--- src/rtl/core/cle_pkg.sv ---
// Package for the circular list engine: command and status codes, the
// request and result beat structs, the cell operation codes and the FSM states.
// No dependencies.
`default_nettype none

package cle_pkg;

  typedef enum logic [1:0] {
    CMD_INS_FRONT = 2'd0,
    CMD_INS_BACK  = 2'd1,
    CMD_DELETE    = 2'd2,
    CMD_LIST      = 2'd3
  } cmd_t;

  typedef enum logic [1:0] {
    STAT_OK        = 2'd0,
    STAT_EMPTY     = 2'd1,
    STAT_NOT_FOUND = 2'd2,
    STAT_FULL      = 2'd3
  } status_t;

  typedef struct packed {
    cmd_t               cmd;
    logic signed [31:0] value;
  } req_t;

  typedef struct packed {
    status_t            status;
    logic signed [31:0] item;
    logic [5:0]         count;
    logic               last;
  } res_t;

  // Operation broadcast to every cell of the chain at once.
  typedef enum logic [2:0] {
    CELL_HOLD   = 3'd0,
    CELL_SHIFT  = 3'd1,
    CELL_APPEND = 3'd2,
    CELL_ROTATE = 3'd3,
    CELL_DROP   = 3'd4
  } cell_op_t;

  typedef struct packed {
    cell_op_t    op;
    logic [31:0] data;
    logic [31:0] wrap;
  } cell_ctrl_t;

  typedef enum logic {
    ST_IDLE = 1'b0,
    ST_WALK = 1'b1
  } state_t;

endpackage

`default_nettype wire

--- src/rtl/core/cle_cell.sv ---
// One cell of the list chain: a value register and a valid bit that load
// from the left or right neighbor, the new value or the wrap value.
// Depends on cle_pkg.
`default_nettype none

module cle_cell (
  input  wire logic               clk,
  input  wire logic               rst,
  input  wire cle_pkg::cell_ctrl_t ctrl,
  input  wire logic [31:0]        left_value,
  input  wire logic               left_valid,
  input  wire logic [31:0]        right_value,
  input  wire logic               right_valid,
  output logic [31:0]             value,
  output logic                    valid
);

  logic [31:0] value_next;
  logic        valid_next;

  always_comb begin
    value_next = value;
    valid_next = valid;
    case (ctrl.op)
      cle_pkg::CELL_SHIFT: begin
        value_next = left_value;
        valid_next = left_valid;
      end
      cle_pkg::CELL_APPEND: begin
        // Only the first empty cell behind the tail takes the new value.
        if (!valid && left_valid) begin
          value_next = ctrl.data;
          valid_next = 1'b1;
        end
      end
      cle_pkg::CELL_ROTATE: begin
        // The tail cell takes the head value; the others take their right.
        if (valid) begin
          value_next = right_valid ? right_value : ctrl.wrap;
        end
      end
      cle_pkg::CELL_DROP: begin
        value_next = right_value;
        valid_next = right_valid;
      end
      default: begin
        value_next = value;
        valid_next = valid;
      end
    endcase
  end

  always_ff @(posedge clk) begin
    value <= value_next;
    if (rst) begin
      valid <= 1'b0;
    end else begin
      valid <= valid_next;
    end
  end

endmodule

`default_nettype wire

--- src/rtl/core/circular_list_engine_core.sv ---
// Top level of the circular list engine: command FSM, node count and the
// chain of list cells. Depends on cle_pkg and cle_cell.
`default_nettype none

// Usage
// A command beat (request.cmd, request.value) is taken at a rising edge where
// start is high and busy is low. Results come out as beats on result, each
// marked by done for exactly one cycle; the receiver cannot stall them.
// The list is kept in logical order in a row of CAPACITY cells, the head in
// cell 0. Every command ends with a beat whose last bit is set.
// Insert front shifts the whole row right by one; insert back loads the first
// empty cell. Neither holds busy: the result beat comes in the cycle after
// acceptance, so inserts may come every cycle.
// Delete and list rotate the occupied cells left by one position per cycle
// until the row is back in its starting order. A list emits the head cell's
// value each cycle, its first beat registered after the state register has
// entered the walk; a delete drops the head cell on the first rotation step
// where its value equals the key and reports once at the end. These commands
// hold busy for the whole walk, so no command is taken until it ends.
// Commands on an empty list, or inserts into a full store, answer in the cycle after acceptance.
// Reset empties the list: all valid bits and the count clear at once.

module circular_list_engine_core #(
  parameter int CAPACITY = 32
) (
  input  wire logic          clk,
  input  wire logic          rst,
  input  wire logic          start,
  input  wire cle_pkg::req_t request,
  output logic               busy,
  output logic               done,
  output cle_pkg::res_t      result
);

  localparam int CW = $clog2(CAPACITY + 1);

  cle_pkg::state_t     state, state_next;
  logic [CW-1:0]       count, count_next;
  logic [CW-1:0]       steps, steps_next;
  logic                found, found_next;
  logic                walk_list, walk_list_next;
  logic [31:0]         key, key_next;
  cle_pkg::res_t       res_next;
  logic                done_next;
  cle_pkg::cell_ctrl_t cell_ctrl;

  logic [31:0]         cell_value [CAPACITY];
  logic [CAPACITY-1:0] cell_valid;

  logic                accept;
  logic                full;
  logic                hit;
  logic [6:0]          count_wide;

  assign accept = start && !busy;
  assign busy   = (state == cle_pkg::ST_WALK);
  assign full   = (count == CW'(CAPACITY));
  // The count field reports the node count modulo 64.
  assign count_wide = 7'(count_next);
  assign hit = !found && (cell_value[0] == key);

  // Row of cells; cell 0 holds the head, the occupied cells are contiguous.
  for (genvar j = 0; j < CAPACITY; j++) begin : g_cell
    logic [31:0] lv;
    logic        lval;
    logic [31:0] rv;
    logic        rval;

    if (j == 0) begin : g_first
      assign lv   = cell_ctrl.data;
      assign lval = 1'b1;
    end else begin : g_mid_left
      assign lv   = cell_value[j-1];
      assign lval = cell_valid[j-1];
    end

    if (j == CAPACITY - 1) begin : g_last
      assign rv   = '0;
      assign rval = 1'b0;
    end else begin : g_mid_right
      assign rv   = cell_value[j+1];
      assign rval = cell_valid[j+1];
    end

    cle_cell u_cell (
      .clk         (clk),
      .rst         (rst),
      .ctrl        (cell_ctrl),
      .left_value  (lv),
      .left_valid  (lval),
      .right_value (rv),
      .right_valid (rval),
      .value       (cell_value[j]),
      .valid       (cell_valid[j])
    );
  end

  always_comb begin
    state_next     = state;
    count_next     = count;
    steps_next     = steps;
    found_next     = found;
    walk_list_next = walk_list;
    key_next       = key;
    done_next      = 1'b0;
    cell_ctrl.op   = cle_pkg::CELL_HOLD;
    cell_ctrl.data = request.value;
    cell_ctrl.wrap = cell_value[0];
    res_next       = '0;

    case (state)
      cle_pkg::ST_IDLE: begin
        if (accept) begin
          done_next     = 1'b1;
          res_next.last = 1'b1;
          case (request.cmd)
            cle_pkg::CMD_INS_FRONT, cle_pkg::CMD_INS_BACK: begin
              if (full) begin
                res_next.status = cle_pkg::STAT_FULL;
              end else begin
                cell_ctrl.op = (request.cmd == cle_pkg::CMD_INS_FRONT) ?
                               cle_pkg::CELL_SHIFT : cle_pkg::CELL_APPEND;
                count_next      = count + 1'b1;
                res_next.status = cle_pkg::STAT_OK;
              end
            end
            cle_pkg::CMD_DELETE, cle_pkg::CMD_LIST: begin
              if (count == '0) begin
                res_next.status = cle_pkg::STAT_EMPTY;
              end else begin
                // Results come from the walk instead.
                done_next      = 1'b0;
                state_next     = cle_pkg::ST_WALK;
                steps_next     = count;
                found_next     = 1'b0;
                key_next       = request.value;
                walk_list_next = (request.cmd == cle_pkg::CMD_LIST);
              end
            end
            default: begin
              res_next.status = cle_pkg::STAT_EMPTY;
            end
          endcase
          res_next.count = count_wide[5:0];
        end
      end
      cle_pkg::ST_WALK: begin
        steps_next = steps - 1'b1;
        if (steps == CW'(1)) begin
          state_next = cle_pkg::ST_IDLE;
        end
        if (walk_list) begin
          cell_ctrl.op    = cle_pkg::CELL_ROTATE;
          done_next       = 1'b1;
          res_next.status = cle_pkg::STAT_OK;
          res_next.item   = cell_value[0];
          res_next.last   = (steps == CW'(1));
        end else begin
          if (hit) begin
            cell_ctrl.op = cle_pkg::CELL_DROP;
            count_next   = count - 1'b1;
            found_next   = 1'b1;
          end else begin
            cell_ctrl.op = cle_pkg::CELL_ROTATE;
          end
          if (steps == CW'(1)) begin
            done_next       = 1'b1;
            res_next.last   = 1'b1;
            res_next.status = (found || hit) ? cle_pkg::STAT_OK
                                             : cle_pkg::STAT_NOT_FOUND;
          end
        end
        res_next.count = count_wide[5:0];
      end
      default: begin
        state_next = cle_pkg::ST_IDLE;
      end
    endcase
  end

  always_ff @(posedge clk) begin
    if (rst) begin
      state <= cle_pkg::ST_IDLE;
      count <= '0;
      done  <= 1'b0;
    end else begin
      state <= state_next;
      count <= count_next;
      done  <= done_next;
    end
  end

  always_ff @(posedge clk) begin
    steps     <= steps_next;
    found     <= found_next;
    walk_list <= walk_list_next;
    key       <= key_next;
    result    <= res_next;
  end

  // The node count always equals the number of occupied cells.
  a_count_matches: assert property (@(posedge clk) disable iff (rst)
    $countones(cell_valid) == int'(count))
    else $error("node count disagrees with occupied cells");

  // Occupied cells form one run starting at the head cell.
  a_contiguous: assert property (@(posedge clk) disable iff (rst)
    (cell_valid & (cell_valid + 1'b1)) == '0)
    else $error("occupied cells are not contiguous from the head");

  // A listing walk emits a beat on every step.
  a_list_beats: assert property (@(posedge clk) disable iff (rst)
    (state == cle_pkg::ST_WALK && walk_list) |=> done)
    else $error("listing step without a result beat");

  // A refused insert only happens with every cell occupied.
  a_full_refusal: assert property (@(posedge clk) disable iff (rst)
    (done && result.status == cle_pkg::STAT_FULL) |-> (count == CW'(CAPACITY)))
    else $error("store full reported with free cells");

  // No command is taken while a walk is running.
  a_no_accept_in_walk: assert property (@(posedge clk) disable iff (rst)
    (state == cle_pkg::ST_WALK) |-> !accept)
    else $error("command accepted during a walk");

endmodule

`default_nettype wire
--- config.mk ---
export PLATFORM = sky130hd
export DESIGN_NAME = circular_list_engine_core
export DESIGN_NICKNAME = d
export VERILOG_FILES = /design/src/rtl/core/cle_pkg.sv /design/src/rtl/core/cle_cell.sv /design/src/rtl/core/circular_list_engine_core.sv
export SDC_FILE = /design/constraint.sdc
export NUM_CORES = 2
export LEC_CHECK = 0
export ABC_AREA = 1
export BUFFER_PORTS_ARGS = -buffer_cell sky130_fd_sc_hd__buf_2
export CAP_MARGIN = 20
export CORE_MARGIN = 2
export CORE_UTILIZATION = 37
export CTS_BUF_LIST = sky130_fd_sc_hd__clkbuf_16
export CTS_CLUSTER_DIAMETER = 200
export DETAILED_ROUTE_END_ITERATION = 8
export PLACE_DENSITY = 0.6
export SYNTH_ARGS = -nofsm -noshare
export SYNTH_HDL_FRONTEND = slang
export SYNTH_SLANG_ARGS = --single-unit
--- constraint.sdc ---
create_clock -name clk -period 4.67 [get_ports clk]
set_input_delay 0.467 -clock clk [delete_from_list [all_inputs] [get_ports clk]]
set_output_delay 0.467 -clock clk [all_outputs]
set_load 0.005 [all_outputs]
Yosys cells after proc, flatten, opt, wreduce, memory -nomap -nowiden
Cells that the tools add are included.
{"block": "word_totals", "n_memories": 0, "inputBits": 37, "ramBits": 0, "rom_bits": 0, "wordCells": 536, "out_inout_bits": 43, "register_bits": 1145, "latch_bits": 0}
{"block": "classes", "reduce_logical": 142, "addsub": 3, "mul": 0, "mux": 235, "n_bitwise": 2, "eq_ne": 79, "div_mod_pow": 0, "shift": 0, "order_cmp": 0}
{"operator": "32-bit case mux with 4 select lines", "n": 32}
{"operator": "32-bit two-way mux", "n": 95}
{"operator": "2-bit by 1-bit != test with 1-bit output (second input constant)", "n": 65}
{"operator": "3-bit AND reduction", "n": 32}
{"operator": "1-bit case mux with 3 select lines", "n": 31}
{"operator": "2-bit AND reduction", "n": 32}
{"operator": "6-bit two-way mux", "n": 8}
{"operator": "1-bit two-way mux", "n": 47}
{"operator": "1-bit logical AND", "n": 33}
{"operator": "1-bit logical NOT", "n": 33}
{"operator": "32-bit == test", "n": 1}
{"operator": "6-bit case mux with 2 select lines", "n": 2}
{"operator": "2-bit two-way mux", "n": 9}
{"operator": "7-bit case mux with 2 select lines", "n": 1}
{"operator": "6-bit by 1-bit subtractor with 6-bit output (second input constant)", "n": 2}
{"operator": "2-bit != test (second input constant)", "n": 4}
{"operator": "1-bit case mux with 2 select lines", "n": 4}
{"operator": "2-bit case mux with 2 select lines", "n": 2}
{"operator": "4-bit AND reduction", "n": 2}
{"operator": "7-bit two-way mux", "n": 1}
{"operator": "6-bit by 1-bit adder with 6-bit output (second input constant)", "n": 1}
{"operator": "3-bit by 2-bit == test with 1-bit output (second input constant)", "n": 2}
{"operator": "6-bit by 1-bit == test with 1-bit output (second input constant)", "n": 1}
{"operator": "6-bit == test (second input constant)", "n": 1}
{"operator": "other kinds (15)", "n": 20}

Depth between registers and ports, before layout
{"block": "depth", "word_depth": 9, "depth_mapped": 16, "mapped_depth_nobuf": 15}

Modules after synthesis
Synthesis repeated with hierarchy kept, for this count alone.
{"block": "unflattened", "hier_cells": 12547, "area_unflattened_um2": 83094.7}
{"module": "cle_cell (g_cell[0].u_cell ...)", "seq_area_each_um2": 980.9, "area_per_inst_um2": 2476.1, "cells_each": 378, "n_inst": 26}
{"module": "cle_cell (g_cell[4].u_cell ...)", "seq_area_each_um2": 980.9, "area_per_inst_um2": 2483.6, "cells_each": 378, "n_inst": 6}
{"module": "circular_list_engine_core", "seq_area_each_um2": 2182.1, "area_per_inst_um2": 3813.7, "cells_each": 451, "n_inst": 1}

Worst setup path before layout
Ideal clock, no wire load.
{"block": "synth_timing", "kind": "register to register", "start": "register g_cell[0].u_cell.value[1]", "end": "register g_cell[0].u_cell.value[0] (enable)", "period_less_slack_ps": 3447, "t_arrival_ps": 3026, "t_required_ps": 4249, "path_stages_with_launch": 14, "path_buffers": 2, "setup_time_ps": 421, "slack_ps": 1223, "cell_sequence": "edfxtp_1 nand2_1 nand2_1 nor2_1 nand2_1 nor2_1 nand2_1 nor2_2 nand2_2 nand2_2 buf_2 buf_4 o21ai_0 nor2_1"}
{"block": "synth_between", "elab_chain_cells": 8, "elab_cells_between_ends": 14, "cone_classes": "eq/ne (8); mux (3); reduce/logical (3)"}
{"element": "start, declared", "line_no": "cle_cell.sv:14", "text": "output logic [31:0] value,"}
{"element": "start signal, assigned", "line_no": "cle_cell.sv:54", "text": "value <= value_next;"}
{"element": "32-bit == test *", "line_no": "circular_list_engine_core.sv:60", "text": "assign hit = !found && (cell_value[0] == key);"}
{"element": "1-bit logical AND *", "line_no": "circular_list_engine_core.sv:60"}
{"element": "3-bit two-way mux *", "line_no": "circular_list_engine_core.sv:159", "text": "if (hit) begin"}
{"element": "3-bit two-way mux *", "line_no": "circular_list_engine_core.sv:152", "text": "if (walk_list) begin"}
{"element": "3-bit case mux with 2 select lines *", "line_no": "circular_list_engine_core.sv:111", "text": "case (state)"}
{"element": "3-bit by 2-bit == test with 1-bit output, or another cell as far along", "line_no": "cle_cell.sv:24", "text": "case (ctrl.op)"}
{"element": "2-bit by 1-bit != test with 1-bit output (no source line), or another cell as far along"}
{"element": "4-bit AND reduction (no source line) *"}
Mark *: on every way between the ends. The rest lies on a longest branch, timed or not.
A chain may end at the register's enable or synchronous reset.

Worst setup path in the final report
{"block": "layout_timing", "start": "register g_cell[0].u_cell.value[17]", "end": "register g_cell[30].u_cell.value[16] (data pin)"}
{"block": "layout_between", "elab_chain_cells": 7, "elab_cells_between_ends": 10, "cone_classes": "eq/ne (5); mux (4); reduce/logical (1)"}
{"element": "32-bit == test *", "line_no": "circular_list_engine_core.sv:60"}
{"element": "1-bit logical AND *", "line_no": "circular_list_engine_core.sv:60"}
{"element": "3-bit two-way mux *", "line_no": "circular_list_engine_core.sv:159"}
{"element": "3-bit two-way mux *", "line_no": "circular_list_engine_core.sv:152"}
{"element": "3-bit case mux with 2 select lines *", "line_no": "circular_list_engine_core.sv:111"}
{"element": "3-bit == test, or another cell as far along", "line_no": "cle_cell.sv:24"}
{"element": "32-bit case mux with 4 select lines *", "line_no": "cle_cell.sv:24"}
{"element": "named net g_cell[30].u_cell.value_next[16]", "line_no": "cle_cell.sv:18", "text": "logic [31:0] value_next;"}
{"element": "end signal, assigned", "line_no": "cle_cell.sv:54"}
{"element": "end, declared", "line_no": "cle_cell.sv:14"}
Mark *: on every way through the listed nets, which the timed path passes. The rest lies on a longest branch.

==> results.md <==
- Met2 routed WL: ~110 mm
- Vias/cell: 6.06
- Critical path fanouts, max: 55
- CP Launch Type: flop
- Hold buffer count at cts: 33
- Max frequency: 256 MHz
- Post-CTS Setup Inserts: 0
- Post-layout power: 28300 uW
- Synth top area share: between 40% and 50%
- All-layer global routing usage: about a quarter
- Highest signal layer in the routed design: met4
- Core area: roughly 0.18 mm2
- Clk buf depth: 3
- Final hold vios: 0
- Required time of the critical path: around 5.3 ns
- I/O pins: 80
- Status: complete, no violations
- Crit-path cells: inv_2 > buf_4 > nand2_1 > nand2_1 > nand3_1 > nor2_1 > nand2_1 > nor2_1 > nand3_1 > nor2_4 > buf_12 > buf_12 > nand2_1 > nand4_1
- TritonRoute pass-1 iters: 6
- Critical setup path kind: reg2reg
- TritonCTS clock tree: built
- CTS sink cnt: about 1.1k
- Number of max-cap violations: 0
- Residual DRC: 0
- Period utilization: 83.7%
- Initial antenna violation count: 3
- Worst Skew: ~0.028 ns
- Via count: 60.9k
- Worst-Margin Slew: roughly 1.2 ns
- Synth area leaders: edfxtp_1, nand2_1, o2111ai_1
- Clock Pin Slew Worst Setup and Hold Paths: roughly 0.060 ns
- Slew headroom: 20.8%
- Site row count: 155
- Final min period: approximately 3.9 ns
- GR Overflow Total: 0
- Netlist cell types: 38
- Routed length on met1: between 90 and 100 mm
- CP peak stage delay: 0.61 ns
- Number of enable flip-flop cells after synthesis: between 1k and 1.5k
- Final setup viols: 0
- First-pass GRT wire length: ~350 mm
- Async S/R FF share, synth: 0%
- DR WL met3: about 21 mm
- Switching share of total power: between 30% and 40%
- Largest net degree at the start of global routing: 228
- CTS root buffer: clkbuf_16
- Vias in the first global route: between 50k and 60k
- Seq/Total Area, Yosys: about 51%
- Initial detailed-routing violation count: 7239
- Hpwl dp: roughly 150 mm
- Warnings from Yosys: 0
- Internal power: around 20000 uW
- Die width: 427 um
- Final #Nets: 7619
- Comb pwr share: 16.4%
- Syn nets: between 7k and 8k
- Netlist Area Pre-Place: 0.0661 mm2
- CTS H-tree depth: 4
- Final WL: about 230 mm
- R2R cell count: 14
- Sequential share of power: 47.8%
- Power density cells: 389 mW/mm2
- Die ar.: 0.182 mm2
- Synth cell count leaders: nand2_1, edfxtp_1, o21ai_0
- Post_cts resized: 0
- Hold WS: around 0.08 ns
- Most common cell type on the critical path: nand2_1
- Leak: approximately 0.027 uW
- Yosys reg bits: approximately 1.1k
- Final Slew Violations: 0
- Clock power share: a little over a third
- Synth Instances: 7898
- Count leader, synth: nand2_1
- Worst skew pair latency: 0.79 ns
- Antenna violation net count after detailed routing: 0
- Crit end category: flop
- Area leader, netlist: edfxtp_1
- Placer Congestion: around 0.87
- CP max stage cell: edfxtp_1
- Initial Utilization: a little under two fifths
- Worst Path Arrival: approximately 4.5 ns
- Avg WL per Cell: roughly 23 um
- Num CTS Buffers: about 140
- TNS Setup: 0 ns
- Max VDD drop: approximately 270 uV
- Worst hold path class: in2reg
- RSZ-0062 raised after global routing: false
- Most common flop cell mapped by yosys: edfxtp_1
- Hold Crit Depth: 2
- Syn Area/Cell: 8.37 um2
- Layout cell share with drive strength beyond 1: between 7 and 8%
- Net Sw Power: about 8600 uW
- Port bufs: between 70 and 80
- Die height: ~430 um
- Area delta synth->final: 10.1%
==> cells by family (layout without fill, tap and decap cells) <==
logic type | count (synthesis) | count (layout) | synth area share [%]
AND/OR/NAND/NOR | 3919 | 3919 | 24.3
AO/OA/AOI/OAI | 1719 | 1719 | 17.8
flip-flops | 1145 | 1145 | 50.8
buffers and inverters | 1101 | 887 | 6.93
XOR/XNOR | 10 | 10 | 0.132
adder cells (fa/ha/maj) | 4 | 4 | 0.0757
other | 0 | 5 | 0
==> per-stage QoR <==
| stage | instances | worst slack, ns | utilization, % | instance area [um2] |
|---|---|---|---|---|
| floorplan | 7898 | 1.22 | - | 66100 |
| global placement | 9753 | 0.892 | 38.3 | 68200 |
| detailed placement | 9757 | 0.886 | 38.3 | 68300 |
| CTS | 10000 | 0.877 | 40.8 | 72700 |
| global route | 10000 | 0.657 | 40.9 | 72800 |
| finish | 10000 | 0.762 | 40.9 | 72800 |
==> cell type report <==
| type | instances | area (um2) |
|---|---|---|
| fill | 17600 | 105000 |
| sequential | 1145 | 33600 |
| multi-input combinational | 5652 | 28000 |
| clock buffer | 144 | 3600 |
| tap | 2355 | 2950 |
| timing repair buffer | 309 | 2860 |
| inverter | 333 | 1270 |
| clock inverter | 101 | 507 |
| antenna | 5 | 12.5 |
==> power groups by stage <==
stage / combinational, uW / clock, uW / sequential, uW
finish: 4630 / 10100 / 13500
global route: 5100 / 10600 / 13600
CTS: 4560 / 10300 / 13500
detailed placement: 4520 / 0 / 13700
global placement: 4360 / 0 / 13700
floorplan: 3140 / 0 / 13400
==> critical path, delay by kind of cell, from the launching register on <==
kind,cells,cell delay [ns]
AND/OR/NAND/NOR,10,1.91
buffers and inverters,4,1.13
flip-flops,1,0.61
==> state kept, by name, summed over array words and instances (netlist names) <==
signal,cells
g_cell.u_cell.value,1024
steps,6
found,1
count,6
g_cell.u_cell.valid,32
done,1
busy,1
key,32
result,41
walk_list,1
==> worst paths after layout <==
path                            slack (ns)                                  from                               endpoint
worst max register to register        0.76  g_cell[0].u_cell.value[17]$_DFFE_PP_  g_cell[30].u_cell.value[16]$_DFFE_PP_
worst min-delay path                  0.08                                   rst                    count[0]$_SDFF_PP0_
worst max-delay path                  0.76  g_cell[0].u_cell.value[17]$_DFFE_PP_  g_cell[30].u_cell.value[16]$_DFFE_PP_
worst min register to register        0.51   g_cell[0].u_cell.valid$_SDFFE_PP0P_    g_cell[1].u_cell.valid$_SDFFE_PP0P_
==> routing by layer <==
metal	up-vias	track usage (%)
met5	-	0
met4	0	8.22
met3	411	3.56
met2	3040	39.4
met1	30000	34.1
li1	27400	-
==> placed cells by master, fill, tap and decap left out, types with 12 or more instances in the layout <==
master,n
nand4_1,456
inv_1,320
clkinv_2,12
nand2_1,3257
inv_2,48
clkinv_1,38
buf_4,145
nor2_1,138
nand3b_1,30
o21ai_0,550
buf_2,79
dfxtp_1,76
nand3_1,22
o211ai_1,444
dlygate4sd3_1,33
o2111ai_1,440
buf_12,45
clkbuf_16,144
o211ai_2,50
edfxtp_1,1064
a21oi_1,220
Note: power is estimated with default switching activity, not from simulation.
